[src/sv/bfmm_pkg.sv]
package bfmm_pkg;

    typedef struct packed {
        logic [1:0]  opcode;
        logic [5:0]  row;
        logic [5:0]  col;
        logic [15:0] value;
    } t_in_item;

    typedef struct packed {
        logic [15:0] c_value;
        logic [2:0]  c_row;
        logic [5:0]  c_col;
    } t_out_item;

    localparam logic [1:0] OP_CLEAR = 2'd0;
    localparam logic [1:0] OP_LOAD  = 2'd1;
    localparam logic [1:0] OP_BELEM = 2'd2;
    localparam logic [1:0] OP_READ  = 2'd3;

    // controller to datapath
    typedef struct packed {
        logic capture;
        logic clr_wr;
        logic a_wr;
        logic rd_ab;
        logic mul;
        logic rnd1;
        logic rnd2_prod;
        logic align;
        logic acc_wr;
        logic rd_c;
        logic out_load;
    } t_cmd;

    // datapath to controller
    typedef struct packed {
        logic [1:0] opcode;
        logic       ld_ok;
        logic       b_ok;
        logic       rd_ok;
        logic       out_busy;
    } t_stat;

    localparam logic [31:0] FP32_INF   = 32'h7F80_0000;
    localparam logic [30:0] FP32_QNAN  = 31'h7FC0_0000;

    // leading zeros of a 28 bit word, 28 for zero
    function automatic logic [4:0] lzc28(input logic [27:0] v);
        logic [4:0] n;
        n = 5'd28;
        for (int i = 0; i < 28; i++) begin
            if (v[i]) begin
                n = 5'(27 - i);
            end
        end
        return n;
    endfunction

    // fp32 to bf16, rounding toward negative infinity, NaN made quiet
    function automatic logic [15:0] fp32_to_bf16_floor(input logic [31:0] f);
        logic [15:0] hi;
        hi = f[31:16];
        if (f[30:23] == 8'hFF && f[22:0] != 23'd0) begin
            hi = {f[31], 15'h7FC0};
        end else if (f[31] && f[15:0] != 16'd0) begin
            hi = hi + 16'd1;
        end
        return hi;
    endfunction

endpackage

[src/sv/bfmm_ctrl.sv]
module bfmm_ctrl
    import bfmm_pkg::*;
#(
    parameter int ROWS_M = 8,
    parameter int COLS_N = 64
) (
    input  logic                               i_clk,
    input  logic                               i_rst_n,
    input  logic                               i_valid,
    output logic                               o_stall,
    input  t_stat                              i_st,
    output t_cmd                               o_cmd,
    output logic [$clog2(ROWS_M*COLS_N)-1:0]   o_idx
);
    localparam int CW = $clog2(ROWS_M*COLS_N);

    localparam logic [3:0] S_IDLE = 4'd0;
    localparam logic [3:0] S_DISP = 4'd1;
    localparam logic [3:0] S_CLR  = 4'd2;
    localparam logic [3:0] S_RD   = 4'd3;
    localparam logic [3:0] S_MUL  = 4'd4;
    localparam logic [3:0] S_R1   = 4'd5;
    localparam logic [3:0] S_R2   = 4'd6;
    localparam logic [3:0] S_ALN  = 4'd7;
    localparam logic [3:0] S_R1B  = 4'd8;
    localparam logic [3:0] S_R2B  = 4'd9;
    localparam logic [3:0] S_RDC  = 4'd10;
    localparam logic [3:0] S_RDW  = 4'd11;

    logic [3:0]    r_state, n_state;
    logic [CW-1:0] r_idx, n_idx;

    always_comb begin
        n_state = r_state;
        n_idx   = r_idx;
        o_cmd   = '0;
        case (r_state)
            S_IDLE: begin
                if (i_valid) begin
                    o_cmd.capture = 1'b1;
                    n_state = S_DISP;
                end
            end
            S_DISP: begin
                n_idx   = '0;
                n_state = S_IDLE;
                case (i_st.opcode)
                    OP_CLEAR: n_state = S_CLR;
                    OP_LOAD:  o_cmd.a_wr = i_st.ld_ok;
                    OP_BELEM: if (i_st.b_ok) n_state = S_RD;
                    OP_READ:  if (i_st.rd_ok) n_state = S_RDC;
                    default:  n_state = S_IDLE;
                endcase
            end
            S_CLR: begin
                o_cmd.clr_wr = 1'b1;
                n_idx = r_idx + CW'(1);
                if (r_idx == CW'(ROWS_M*COLS_N-1)) begin
                    n_state = S_IDLE;
                end
            end
            S_RD: begin
                o_cmd.rd_ab = 1'b1;
                n_state = S_MUL;
            end
            S_MUL: begin
                o_cmd.mul = 1'b1;
                n_state = S_R1;
            end
            S_R1: begin
                o_cmd.rnd1 = 1'b1;
                n_state = S_R2;
            end
            S_R2: begin
                o_cmd.rnd2_prod = 1'b1;
                n_state = S_ALN;
            end
            S_ALN: begin
                o_cmd.align = 1'b1;
                n_state = S_R1B;
            end
            S_R1B: begin
                o_cmd.rnd1 = 1'b1;
                n_state = S_R2B;
            end
            S_R2B: begin
                o_cmd.acc_wr = 1'b1;
                n_idx = r_idx + CW'(1);
                n_state = (r_idx == CW'(ROWS_M-1)) ? S_IDLE : S_RD;
            end
            S_RDC: begin
                o_cmd.rd_c = 1'b1;
                n_state = S_RDW;
            end
            S_RDW: begin
                if (!i_st.out_busy) begin
                    o_cmd.out_load = 1'b1;
                    n_state = S_IDLE;
                end
            end
            default: n_state = S_IDLE;
        endcase
    end

    always_ff @(posedge i_clk) begin
        if (!i_rst_n) begin
            r_state <= S_CLR;
            r_idx   <= '0;
        end else begin
            r_state <= n_state;
            r_idx   <= n_idx;
        end
    end

    assign o_stall = (r_state != S_IDLE);
    assign o_idx   = r_idx;

    a_accept_disp: assert property (@(posedge i_clk) disable iff (!i_rst_n)
        (i_valid && !o_stall) |=> (r_state == S_DISP))
        else $error("accepted item not dispatched");
    a_mac_loop: assert property (@(posedge i_clk) disable iff (!i_rst_n)
        (r_state == S_R2B) |=> (r_state == S_RD || r_state == S_IDLE))
        else $error("row loop left its sequence");
    a_out_once: assert property (@(posedge i_clk) disable iff (!i_rst_n)
        o_cmd.out_load |=> (r_state == S_IDLE))
        else $error("result loaded without returning to idle");
endmodule

[config.mk]
export PLATFORM = sky130hd
export DESIGN_NAME = bfmm_ctrl
export DESIGN_NICKNAME = d
export VERILOG_FILES = /design/src/sv/bfmm_pkg.sv /design/src/sv/bfmm_ctrl.sv
export SDC_FILE = /design/constraint.sdc
export NUM_CORES = 1
export LEC_CHECK = 0
export ABC_CLOCK_PERIOD_IN_PS = 4200
export BUFFER_PORTS_ARGS = -buffer_cell sky130_fd_sc_hd__buf_2
export CORE_ASPECT_RATIO = 0.8
export CORE_MARGIN = 2
export CORE_UTILIZATION = 52
export DETAILED_ROUTE_END_ITERATION = 6
export PLACE_DENSITY = 0.82
export SYNTH_ARGS = -nofsm -noshare
export SYNTH_HDL_FRONTEND = slang
export SYNTH_SLANG_ARGS = --single-unit
[constraint.sdc]
create_clock -name i_clk -period 4.2 [get_ports i_clk]
set_clock_uncertainty 0.15 [all_clocks]
set_input_delay 0.42 -clock i_clk [delete_from_list [all_inputs] [get_ports i_clk]]
set_output_delay 0.42 -clock i_clk [all_outputs]
set_load 0.03 [all_outputs]
Yosys cells after proc, flatten, opt, wreduce, memory -nomap -nowiden
Index checks and enable logic that the tools add are counted.
Operators by class
  bitwise logic cells: 0
  divide/modulo/power cells: 0
  multiplexer cells: 23
  multiply operators: 0
  reduce and logical (&&, ||, !) cells: 7
  eq/ne operators: 19
  shifts and indexed selects: 0
  $lt $le $gt $ge: 0
  $add $sub $neg: 1
Operator list (count)
  case mux 4 bit (12 select lines): 1
  case mux 9 bit (2 select lines): 1
  equality test 4 x 3 -> 1 bit, second input constant: 4
  equality test 4 bit, second input constant: 4
  two-way mux 4 bit: 4
  two-way mux 1 bit: 14
  case mux 4 bit (3 select lines): 1
  adder 9 x 1 -> 9 bit, second input constant: 1
  equality test 9 x 3 -> 1 bit, second input constant: 1
  equality test 9 bit, second input constant: 1
  equality test 4 x 2 -> 1 bit, second input constant: 2
  inequality test 2 bit, second input constant: 3
  equality test 2 bit, second input constant: 2
  equality test 4 x 1 -> 1 bit, second input constant: 1
  zero test 4 bit: 1
  two-way mux 2 bit: 2
  nonzero test 4 bit: 1
  OR reduction 2 bit: 2
  AND reduction 3 bit: 1
  equality test 2 x 1 -> 1 bit, second input constant: 1
  zero test 2 bit: 1
  nonzero test 2 bit: 1
Storage, ports and cells
  flip-flop bits (word level): 13
  memory bits (writable): 0
  latch bits: 0
  bits of input ports: 9
  output and inout bits: 21
  memories: 0
  memory bits (read-only): 0

Longest topological paths before layout
Gate-level depths: netlist of run 1.
  depth in word-level cells: 3
  gate-level depth with buffers: 9
  depth with buffers taken out: 9

Least setup slack after synthesis of run 1
No wires, ideal clock.
  path kind: register to output
  start point: register r_state[0]
  end point: output o_cmd[8] in the netlist's numbering
  path buffers: 1
  path slack: 1935 ps
  arrival time: 1695 ps
  data required time: 3630 ps
  cell stages (with the launch flop): 4
  path through: dfxtp_1 -> or4b_1 -> clkbuf_1 -> nor3_1
RTL lines
  start: declaration: line bfmm_ctrl.sv:30  | logic [3:0] r_state, n_state;
  start signal: assignment: line bfmm_ctrl.sv:110  | r_state <= n_state;
  end: declaration: line bfmm_ctrl.sv:12  | output t_cmd o_cmd,

==> metrics, run 1 <==
synth top area cells dfxtp_1 (29%), nor2_1 (5.5%), a21oi_1 (5.1%); row cnt 13; Max Slew Vio Count 0; die area 2060 sq um; Filler cells 140; Pwr Density around 210 nW/um^2; Worst EP arrival roughly 2.0 ns; Residual DRC 0; Core Util, Final 65.7%; setup tns final 0 ns; initial antenna violation count 0; total power 226 uW; Max Cap Viol 0; core box area 1610 sq um; Final Hold Fails 0; htree depth 1; GR Overflow Total 0; postcts setup bufs 0; Yosys top cell area share 29.2%; met3 usage approximately 6.6%; Ports 30; period utilization 60.0%; Hold Path Stages 2; syn_area_per_cell 7.36 sq um; Max VDD drop 0.000154 V; Area Growth Syn to Fin 18.8%; Synth area leader dfxtp_1; chip height 41.0 microns; Routed WL around 2100 microns; root buf cell clkbuf_4; Synth Warn # 0; CTS tree done; antenna cells 0; DP Wirelength around 1600 microns; FMAX 397 MHz; pin count of the biggest net entering global routing 17; startpoint types register; post-route ant nets 0; Critical Path Fanout Max 16; Gates resized, CTS repair 0; setup repair after global routing missed its margin false; sequential area share after synthesis 29.2%; GP Congestion between 0.8 and 0.9; Syn Std Cell Area between 800 and 900 sq um; Syn Nets 132; Req. time, crit path around 3.6 ns; Leak 0.000480 uW; slowest stage delay, CP 0.65 ns; CTS max path bufs 2; WL per Instance 12.5 microns; final net count ~160; met1 Use GR 28.8%; Slew headroom 58.6%; clock latency on the worst-skew pair 0.27 ns; first-pass GRT wire length 3220 microns; Placement Setup Slack between 1.5 and 2 ns; initial core utilization 55.3%; layout cells sized above 1 between 20% and 30%; Yosys cell types 38; crit-path cells or4b_1, nor3_1, buf_2; status completed; slowest CP cell dfxtp_1; GR Util met2 35.5%; number of global-route vias before repair about 730; actual transition at the worst max-transition pin 0.614 ns; All-Layer GR Usage 21.7%; register clock-pin slew on the reported worst setup and hold paths ~0.070 ns; Worst R2R Path Depth 4; gr busiest metal met2; Initial DRC Count 47; clock sinks 13; setup ws final 1.68 ns; HP Class register to register; vias 980; DRT Pass-1 Iters 4; crit path kind register to output port; hold buffers post-CTS 0; die width just over 50 microns; synthesized instance count 121; crit path capture type output port; Num CTS Buffers 3; IO buf count 29; Vias/cell 5.80; Seq cells post-synth 13; minimum clock period 2.52 ns; final setup violation count 0
[cell usage in the layout, fill, tap and decap left out, types with 2 or more instances in the layout]
cell type / instances
clkbuf_4: 3
o21ai_0: 9
nor3b_1: 2
ha_1: 2
dfxtp_1: 13
buf_2: 29
nor2_1: 13
nand2b_1: 4
mux2_2: 2
a2bb2oi_1: 2
a21oi_1: 9
and3_1: 3
or4_1: 3
xor2_1: 2
inv_1: 6
nor3_1: 6
nand3_1: 7
nand2_1: 12
[final cells by class]
| type | count | area, sq um | share of cell area, % |
|---|---|---|---|
| clock buffers | 4 | 26.3 | 2.48 |
| flip-flops and latches | 13 | 260 | 24.6 |
| well taps | 22 | 27.5 | 2.60 |
| inverters | 6 | 22.5 | 2.13 |
| multi-input cells | 95 | 577 | 54.5 |
| repair buffers | 29 | 145 | 13.7 |
[path summary, 6_finish.rpt]
check	start	endpoint	slack, ns
setup / recovery	r_state[0]	o_cmd[8]	1.68
hold / removal	o_idx[0]	o_idx[0]	0.34
setup reg to reg	r_state[0]	o_idx[7]	2.08
hold reg to reg	o_idx[0]	o_idx[0]	0.34
[cell families after synthesis]
kind of cell / after synthesis / synth area share (%)
simple gates: 58 / 35.7
compound gates: 31 / 21.8
buf+inv: 13 / 6.04
flops: 13 / 29.2
xor+xnor: 2 / 1.97
mux: 2 / 2.53
fa+ha+maj: 2 / 2.81
[registers in the layout, summed over array words and instances (netlist names)]
signal	count
o_idx	9
r_state	4
[synthesized netlist by cell type]
library cell and number:
nor3b_1 2, o21bai_1 1, a2bb2oi_1 2, buf_4 1, nand2b_1 4, and4bb_1 1
nor4b_4 1, ha_1 2, nor2_2 1, nor3_1 6, dfxtp_1 13, inv_1 6
nor2_1 13, o31a_1 1, a21oi_1 9, a211oi_1 1, mux2_2 2, o21a_1 1
or2_2 1, o22ai_1 1, or4b_1 1, or3_1 1, a221oi_1 1, xor2_1 2
nand4_1 1, o211ai_1 1, o221a_2 1, nor2b_1 1, nand2_1 12, o21ai_0 9
nand3_1 7, or4_1 3, and3_1 3, clkbuf_1 5, o311ai_0 1, buf_2 1
a22oi_1 1, o21ai_1 1
[stage by stage]
step | cell area [sq um] | instances | hold WS (ns)
global route | 1060 | 169 | 0.356
finish | 1060 | 169 | 0.343
CTS | 1060 | 169 | 0.341
detailed placement | 1030 | 165 | 0.338
floorplan | 891 | 121 | 0.457
global placement | 1030 | 165 | 0.337
[critical path: cells and delay by family (launching register included)]
family,cells,cell delay [ns]
buf+inv,1,0.22
flops,1,0.65
simple gates,2,0.81
[where the power goes]
part	internal, uW	switching, uW
sequential	126	2.61
clock	36.8	36.6
combinational	9.46	14.6
total	172	53.8
[metal layers]
metal,share of wire (%),vias up
met2,45,32
met4,0.38,0
met1,47,458
li1,-,488
met5,0,-
met3,7.8,2
Note: power is estimated with default switching activity, not from simulation.
==> run 2, diff against run 1 <==
Settings changed: ABC_AREA set to 1, ABC_CLOCK_PERIOD_IN_PS 4200 to 2300, CORE_UTILIZATION 52 to 43, PLACE_DENSITY 0.82 to 0.73.
Clock period 4.2 ns to 2.3 ns, I/O delays scaled along.
==> run 2 against run 1 <==
Count of clock-buffer cells in the layout unchanged. Setup slack got worse by 1.3 ns. Non-clock buffer count unchanged. Via count decreased by 0.10%. Sequential share of layout area increased by 0.78 points. Largest power group unchanged. Critical path depth increased by 3. Core utilization decreased by 10 points. Critical endpoint unchanged. Synthesized cell count increased by 14%. Flip-flop and latch count unchanged.
==> metrics, run 2 <==
FFs w/ async S/R, synth 0% (unchanged); DP Wirelength 1730 microns (+6.2%); root buf cell clkbuf_4; synth top area cells dfxtp_1 (31%), nand2_1 (14%), nor2_1 (10%); crit path kind register to output port; first-pass GRT wire length 3350 microns (+4.1%); Top Family by Delay on Critical Path simple AND/OR/NAND/NOR gates; Initial DRC Count 28 (-40%); sequential area share after synthesis 31.1% (+1.9 points); Synth Warn # 0 (unchanged); Synth area leader dfxtp_1; top_reg_cell synth dfxtp_1; row cnt 14 (+1); total power 416 uW (+84%); initial core utilization 45.0% (-10 points); status completed; Post-synth top cells nand2_1 (32), nor2_1 (23), inv_1 (20), a21oi_1 (14), dfxtp_1 (13); die area 2310 sq um (+12%); Worst Path Buf+Inv 2 (+1); setup repair after global routing missed its margin false; period utilization 84.0%; CTS tree done; core box area 1860 sq um (+15%); final net count 182 (+14%); setup tns final 0 ns (unchanged); All-Layer GR Usage 19.7% (-2.0 points); synthesized instance count 138 (+14%); HP Class input port to register; commonest non-fill, non-tap cell in the layout nand2_1; final setup violation count 0 (unchanged); postcts setup bufs 0 (unchanged); Gates resized, CTS repair 0 (unchanged); actual transition at the worst max-transition pin 0.474 ns (-0.140 ns); Syn Std Cell Area 836 sq um (-6.2%); GP Congestion 0.936 (+7.8%); crit-path cells nor2_1, nand2_1, inv_1, nand2_1, nor2_1, buf_2; Req. time, crit path 1.92 ns (-1.71 ns); Ports 30 (unchanged); initial antenna violation count 0 (unchanged); clock sinks 13 (unchanged); clock latency on the worst-skew pair 0.28 ns (about the same); slowest CP cell dfxtp_1; Seq cells post-synth 13 (unchanged); startpoint types register; htree depth 1 (unchanged); Residual DRC 0 (unchanged); layout cells sized above 1 24.1% (-1.7 points); worst hold path startpoint i_rst_n; max reg flops 9 (unchanged); Final Hold Fails 0 (unchanged); Worst setup startpoint r_state[2]; Max VDD drop 0.000386 V (+150%); post-route ant nets 0 (unchanged); Num CTS Buffers 3 (unchanged); IO buf count 29 (unchanged); vias 979 (-0.10%); Critical Path Fanout Max 4 (-12); Max Cap Viol 0 (unchanged); FMAX 518 MHz; GR Overflow Total 0 (unchanged); crit path capture type output port; register clock-pin slew on the reported worst setup and hold paths 0.08 ns (about the same); slowest stage delay, CP 0.35 ns (-0.30 ns); CTS max path bufs 2 (unchanged); WL per Instance 10.9 microns (-12%); Routed WL 2120 microns (+0.47%); chip height 43.4 microns (+5.9%); Slew headroom 68.4% (+9.7 points); die width 53.3 microns (+6.0%); Leak 0.000521 uW (+8.5%); Syn Nets 149 (+13%); commonest non-fill, non-tap cells in the layout nand2_1 (32), buf_2 (29), nor2_1 (23), inv_1 (20), a21oi_1 (14); number of global-route vias before repair 827 (+14%); Pwr Density 406 nW/um^2 (+90%); Vias/cell 5.05 (-13%); Max Slew Vio Count 0 (unchanged); Worst EP arrival 1.55 ns (-0.40 ns); pin count of the biggest net entering global routing 12 (-5); hold buffers post-CTS 0 (unchanged); syn_area_per_cell 6.06 sq um (-18%); antenna cells 0 (unchanged); R2R Setup Slk 0.48 ns (-1.60 ns); Yosys top cell area share 31.1% (+1.9 points); Reg2Reg Launch Point o_idx[0]; Post-synth EDFFs 0 (unchanged); minimum clock period 1.93 ns; most frequent cell after synthesis nand2_1; DRT Pass-1 Iters 4 (unchanged); Yosys cell types 21 (-45%); Area Growth Syn to Fin 22.8%
==> run 2: cell types whose count changed in the layout (fill, tap and decap cells not counted), sizes merged, moves of 5 or more <==
cell / change
a21oi: +5
inv: +17
nand2: +21
nand3: +5
nor2: +12
nor3: -5
==> run 2: worst reg2reg max path, stage by stage (launching register included) <==
cell	delay [ns]
dfxtp_1	0.39
ha_1	0.18
nand2_1	0.10
nor2_1	0.19
nand3_1	0.12
nor2_1	0.11
ha_1	0.14
o21ai_0	0.11
nor2_1	0.10
nand2_1	0.05
a21oi_1	0.11
==> run 2: kinds of logic (layout without fill, tap and decap cells) <==
kind of cell	after synthesis	after routing	synth area share, %
AOI/OAI and AO/OA	23	23	15.1
DFF	13	13	31.1
buffers and inverters	25	57	12.1
and+or+nand+nor	75	75	38.6
adders and majority gates	2	2	2.99
==> run 2: area by class of cell <==
type / count / area (sq um)
clock buffer: 4 / 26.3
fill: 209 / 831
inverter: 24 / 90.1
multi-input combinational: 100 / 474
sequential: 13 / 260
tap: 24 / 30.0
timing repair buffer: 29 / 145
==> run 2: routing by layer <==
layer,share of wire (%),GRT usage (%)
met1,46,23.8
met2,47,33.3
met3,5.8,6.55
met4,1.1,5.64
met5,0,0
==> run 2: final timing paths <==
kind           endpoint  cells after the start
max            o_cmd[8]                      6
min          r_state[3]                      3
max reg2reg  r_state[0]                     10
min reg2reg    o_idx[3]                      2
==> run 2: power breakdown <==
part	internal [uW]	total, uW	leakage [uW]	switching, uW
Sequential	230	234	0.000105	4.62
Clock	67.3	144	0.0000150	77.0
Combinational	13.8	37.9	0.000400	24.1
==> run 2: stage by stage <==
step | setup WS [ns] | instance area (sq um) | cells | util (%) | hold WS [ns]
4_1_cts | 0.380 | 1030 | 194 | 55.3 | 0.0507
3_5_place_dp | 0.499 | 1000 | 190 | 53.8 | 0.332
3_3_place_gp | 0.589 | 1000 | 190 | 53.8 | 0.328
6_report | 0.368 | 1030 | 194 | 55.3 | 0.0539
2_1_floorplan | 0.417 | 836 | 138 | - | 0.178
5_1_grt | 0.210 | 1030 | 194 | 55.3 | 0.0678
